<file path="src/hdl/transparent_pixel_color_bleed_defines.svh">
// assertion helpers for the color bleed block
`ifndef TRANSPARENT_PIXEL_COLOR_BLEED_DEFINES_SVH
`define TRANSPARENT_PIXEL_COLOR_BLEED_DEFINES_SVH

// condition holds at every edge out of reset
`define TPCB_ASSERT_ALWAYS(lbl, cond, msg) \
  lbl: assert property (@(posedge clk_i) disable iff (!rst_ni) (cond)) else $error(msg);

// consequent holds in the cycle after the antecedent
`define TPCB_ASSERT_NEXT(lbl, ante, cons, msg) \
  lbl: assert property (@(posedge clk_i) disable iff (!rst_ni) (ante) |=> (cons)) \
    else $error(msg);

`endif

</file>
<file path="src/hdl/tpcb_pkg.sv">
package tpcb_pkg;

  localparam int unsigned SUM_W = 11;
  localparam int unsigned QUOT_W = 8;
  localparam int unsigned PIX_W = 32;
  localparam int unsigned CFG_W = 13;
  localparam int unsigned CFG_W_RESET = 1024;
  localparam int unsigned CFG_H_RESET = 1024;
  localparam int unsigned NB_CNT = 9;

  typedef enum logic [1:0] {
    CFG_WIDTH  = 2'd0,
    CFG_HEIGHT = 2'd1,
    CFG_THRESH = 2'd2
  } cfg_idx_e;

  typedef enum logic {
    KIND_PIXEL = 1'b0,
    KIND_FLUSH = 1'b1
  } kind_e;

  typedef enum logic [5:0] {
    ST_IDLE   = 6'b000001,
    ST_READ   = 6'b000010,
    ST_SUM    = 6'b000100,
    ST_DSTART = 6'b001000,
    ST_DIV    = 6'b010000,
    ST_HOLD   = 6'b100000
  } state_e;

  // row and column step of each window tap, center last
  localparam logic signed [1:0] NB_DR [NB_CNT] = '{
    -2'sd1, 2'sd0, 2'sd1, 2'sd1, 2'sd1, 2'sd0, -2'sd1, -2'sd1, 2'sd0
  };
  localparam logic signed [1:0] NB_DC [NB_CNT] = '{
    -2'sd1, -2'sd1, -2'sd1, 2'sd0, 2'sd1, 2'sd1, 2'sd1, 2'sd0, 2'sd0
  };
  localparam logic [3:0] NB_CENTER = 4'd8;

  typedef struct packed {
    logic             vld;
    logic             incl;
    logic             center;
  } rd_tag_t;

endpackage

</file>
<file path="src/hdl/tpcb_div.sv">
module tpcb_div (
  input  logic                          clk_i,
  input  logic                          rst_ni,
  input  logic                          start_i,
  input  logic [tpcb_pkg::SUM_W-1:0]    sum_i,
  input  logic [tpcb_pkg::SUM_W-1:0]    den_i,
  output logic                          busy_o,
  output logic [tpcb_pkg::QUOT_W-1:0]   quot_o
);

  localparam int unsigned NW = tpcb_pkg::SUM_W + tpcb_pkg::QUOT_W;

  logic [NW-1:0] rem_q, rem_d, num, trial;
  logic [tpcb_pkg::SUM_W-1:0] den_q;
  logic [2:0] step_q;
  logic busy_q, sat_q;
  logic [tpcb_pkg::QUOT_W-1:0] q_q, q_d;

  // 255*sum as shift and subtract
  assign num   = (NW'(sum_i) << tpcb_pkg::QUOT_W) - NW'(sum_i);
  assign trial = NW'(den_q) << step_q;

  always_comb begin
    rem_d = rem_q;
    q_d   = q_q;
    if (rem_q >= trial) begin
      rem_d = rem_q - trial;
      q_d[step_q] = 1'b1;
    end
  end

  always_ff @(posedge clk_i or negedge rst_ni) begin
    if (!rst_ni) begin
      busy_q <= 1'b0;
      step_q <= '0;
    end else if (start_i) begin
      busy_q <= 1'b1;
      step_q <= 3'd7;
    end else if (busy_q) begin
      step_q <= step_q - 3'd1;
      if (step_q == 3'd0) begin
        busy_q <= 1'b0;
      end
    end
  end

  always_ff @(posedge clk_i) begin
    if (start_i) begin
      rem_q <= num;
      den_q <= den_i;
      q_q   <= '0;
      sat_q <= num >= (NW'(den_i) << tpcb_pkg::QUOT_W);
    end else if (busy_q) begin
      rem_q <= rem_d;
      q_q   <= q_d;
    end
  end

  assign busy_o = busy_q;
  assign quot_o = sat_q ? '1 : q_q;

endmodule

</file>
<file path="config.mk">
export PLATFORM = sky130hd
export DESIGN_NAME = tpcb_div
export DESIGN_NICKNAME = d
export VERILOG_FILES = /design/src/hdl/transparent_pixel_color_bleed_defines.svh /design/src/hdl/tpcb_pkg.sv /design/src/hdl/tpcb_div.sv
export SDC_FILE = /design/constraint.sdc
export NUM_CORES = 1
export LEC_CHECK = 0
export ABC_AREA = 1
export BUFFER_PORTS_ARGS = -buffer_cell sky130_fd_sc_hd__buf_2
export CAP_MARGIN = 15
export CELL_PAD_IN_SITES_DETAIL_PLACEMENT = 2
export CELL_PAD_IN_SITES_GLOBAL_PLACEMENT = 2
export CORE_MARGIN = 2
export CORE_UTILIZATION = 34
export CTS_CLUSTER_SIZE = 14
export DETAILED_ROUTE_END_ITERATION = 16
export PLACE_DENSITY_LB_ADDON = 0.15
export SYNTH_ARGS = -nofsm -noshare
export SYNTH_HDL_FRONTEND = slang
export SYNTH_SLANG_ARGS = --single-unit
</file>
<file path="constraint.sdc">
create_clock -name clk_i -period 3.2 [get_ports clk_i]
set_input_delay 0.96 -clock clk_i [delete_from_list [all_inputs] [get_ports clk_i]]
set_output_delay 0.96 -clock clk_i [all_outputs]
set_load 0.05 [all_outputs]
</file>
==> flow_metrics.env <==
export IMPL_grt_pass1_vias=4690
export IMPL_synth_warnings=0
export IMPL_totalPowerFinal_mw=4.01
export IMPL_ant_nets=0
export IMPL_finalNetCount=733
export IMPL_clock_sinks=43
export IMPL_cts_root_buf="clkbuf_16"
export IMPL_synth_distinct_cells=47
export IMPL_fin_tns_setup_ps=-258
export IMPL_path_cells="buf_2 > inv_1 > ha_2 > nand2_1 > nor2_2 > nand2_2 > o21ai_4 > a21oi_2 > clkinv_1 > nand2_1 > and2_1 > ha_4 > nand2_1 > nor2_1 > nand2_1 > o211ai_1 > a31oi_1 > nand2_1"
export IMPL_yosys_area_share_simple_pct=33.6
export IMPL_violations="negative setup slack"
export IMPL_final_core_util_pct=45.2
export IMPL_io_buffers=33
export IMPL_vias=4445
export IMPL_nFillCells=1317
export IMPL_antenna_cells=0
export IMPL_synth_net_count=646
export IMPL_crit_path_start_kind="input pin"
export IMPL_netlist_top_cells_area="edfxtp_1 23%, nand2_1 16%, ha_1 11%"
export IMPL_cp_slowest_cell="a31oi_1"
export IMPL_pre_cts_ws_ps=-424
export IMPL_hold_class="input pin to asynchronous set/reset pin"
export IMPL_synthXorXnorAreaFrac_pct=3.82
export IMPL_critPathMaxFanout=3
export IMPL_synth_enable_flop_cells=31
export IMPL_synth_commonest_cells="167 x nand2_1, 72 x inv_1, 55 x nor2_1, 38 x nand3_1, 36 x a21oi_1"
export IMPL_hold_viol=0
export IMPL_placed_cell_area_mm2=0.00471
export IMPL_synthMuxAreaShare_pct=0.249
export IMPL_start_util_pct=35.1
export IMPL_cts_tree="done"
export IMPL_power_density_mw_per_mm2=774
export IMPL_synth_top_family_by_area="simple AND/OR/NAND/NOR gates"
export IMPL_synth_main_ff_cell="edfxtp_1"
export IMPL_finClkSkew_ps=6.56
export IMPL_postSynthCellCount=585
export IMPL_yosysSeqAreaShare_pct=29.6
export IMPL_p_leak_nw=2.45
export IMPL_ys_async_sr_fraction_pct=9.30
export IMPL_relSlewSlack_pct=65.5
export IMPL_synth_largest_area_cell="edfxtp_1"
export IMPL_drv_cap=0
export IMPL_cts_hold_buf=0
export IMPL_overflow=0
export IMPL_critPathKind="input pin to flip-flop"
export IMPL_grt_max_degree=42
export IMPL_netlist_area_mm2=0.00403
export IMPL_crit_arrival_ps=3500
export IMPL_startpoint="sum_i[0]"
export IMPL_ys_seq_elements=43
export IMPL_reg2reg_from="step_q[0]"
export IMPL_synthAdderAreaFrac_pct=11.4
export IMPL_critPathMaxStageDelay_ps=260
export IMPL_synth_compound_area_share_pct=12.2
export IMPL_timing_final_ws_setup_ps=-258
export IMPL_critical_path_most_common_cell="nand2_1"
export IMPL_ir_drop_mv=0.527
export IMPL_setup_violations=1
export IMPL_final_area_mm2=0.00518
export IMPL_die_height_um=113
export IMPL_drive_gt1_share_pct=25.4
export IMPL_yosysMostFrequentCell="nand2_1"
export IMPL_clkTransAtPathRegs_ps=70
export IMPL_groute_usage_overall_pct=25.1
export IMPL_tightest_slew_ps=516
export IMPL_cp_end_kind="flip-flop"
export IMPL_max_freq_mhz=289
export IMPL_ff_latch_area_mm2=0.00119
export IMPL_core_area_mm2=0.0115
export IMPL_routed_wl_mm=19.0
export IMPL_num_rows=39
export IMPL_drv_slew=0
export IMPL_wl_per_cell_um=23.3
export IMPL_fin_crit_ps=3460
export IMPL_drt_pre_antenna_iters=5
export IMPL_synth_top_area_share_pct=23.1
export IMPL_ios=34
export IMPL_multi_input_area_mm2=0.00269
export IMPL_gp_congestion=0.876
export IMPL_clk_path_buf_depth=2
export IMPL_numCtsBuffers=5
export IMPL_dieWidth_um=113
export IMPL_period_share_pct=108
export IMPL_avgSynthCellArea_um2=6.88
export IMPL_insertion_delay_ps=300
export IMPL_cp_required_ps=3250
export IMPL_dr_first_iter_drc_count=328
export IMPL_hpwlAfterDp_mm=12.7
export IMPL_whs_ps=459
export IMPL_stdcell_count=816
export IMPL_grt_pass1_wl_mm=24.8
export IMPL_remaining_drc_errors=0
export IMPL_grt_antenna_before_repair=0
export IMPL_outcome="complete, but fails checks"
export IMPL_h_tree_depth=2
export IMPL_vias_per_cell=5.45
export IMPL_dp_cells=799
export IMPL_dieArea_mm2=0.0127
export IMPL_area_growth_pct=28.5
==> registers in the layout, indices dropped and copies added, names as in the netlist <==
| signal | count |
|---|---|
| busy_o | 1 |
| den_q | 11 |
| q_q | 8 |
| rem_q | 19 |
| sat_q | 1 |
| step_q | 3 |
==> report_power, final <==
group          internal [mW]  switching [mW]  leakage, nW  total (mW)
clock                  0.347           0.240       0.0797       0.587
sequential             0.827          0.0899        0.417       0.917
combinational          0.871            1.63         1.96        2.50
total                   2.05            1.96         2.45        4.01
==> placed cells by master, fill, tap and decap left out, types with 11 or more instances in the layout <==
master,n
buf_4,56
nand2_1,165
ha_1,25
edfxtp_1,31
a21oi_1,34
nand3_1,36
buf_2,33
o21ai_0,24
inv_2,11
inv_1,70
nor2_1,52
==> final cells by class <==
cell class	instances	share of cell area [%]
timing repair buffer	91	11.9
inverter	85	6.31
timing repair inverter	1	0.145
sequential	43	23.1
multi-input combinational	445	52.0
tap	143	3.46
clock buffer	8	3.12
==> worst paths after layout <==
path | slack, ps | to | depth (start not counted)
min in group clk_i | 460 | q_q[5] | 2
max in group asynchronous | 2610 | step_q[1] | 1
worst max register to register | 130 | rem_q[10] | 18
worst min register to register | 460 | q_q[5] | 2
worst max-delay path | -260 | sat_q | 18
worst min-delay path | 460 | step_q[0] | 1
==> layer usage <==
layer	GRT usage [%]	part of all wire (%)	up-vias
met3	2.79	2.5	47
met1	29.9	39	2211
met2	46.7	53	107
li1	-	-	2080
met5	0	0	-
met4	8.78	5.0	0
==> worst max-delay path, delay by kind of cell <==
family / cells / cell delay, ps
compound gates: 4 / 710
fa+ha+maj: 2 / 430
buf+inv: 3 / 320
simple gates: 9 / 1090
==> logic make-up after synthesis <==
family                     count (synthesis)
and+or+nand+nor                          303
buffers and inverters                     97
AOI/OAI and AO/OA                         90
DFF                                       43
adders and majority gates                 36
xor gates and xnor gates                  15
muxes                                      1
==> timing repair <==
| action | 4_1_cts | 5_1_grt |
|---|---|---|
| resized for setup | 6 | 45 |
| gates cloned | 0 | 1 |
| buffers inserted | 2 | 6 |
| endpoints found under the setup margin | 1 | 38 |
| pin swaps | 3 | 10 |
Power figures use the tool's default switching activity.
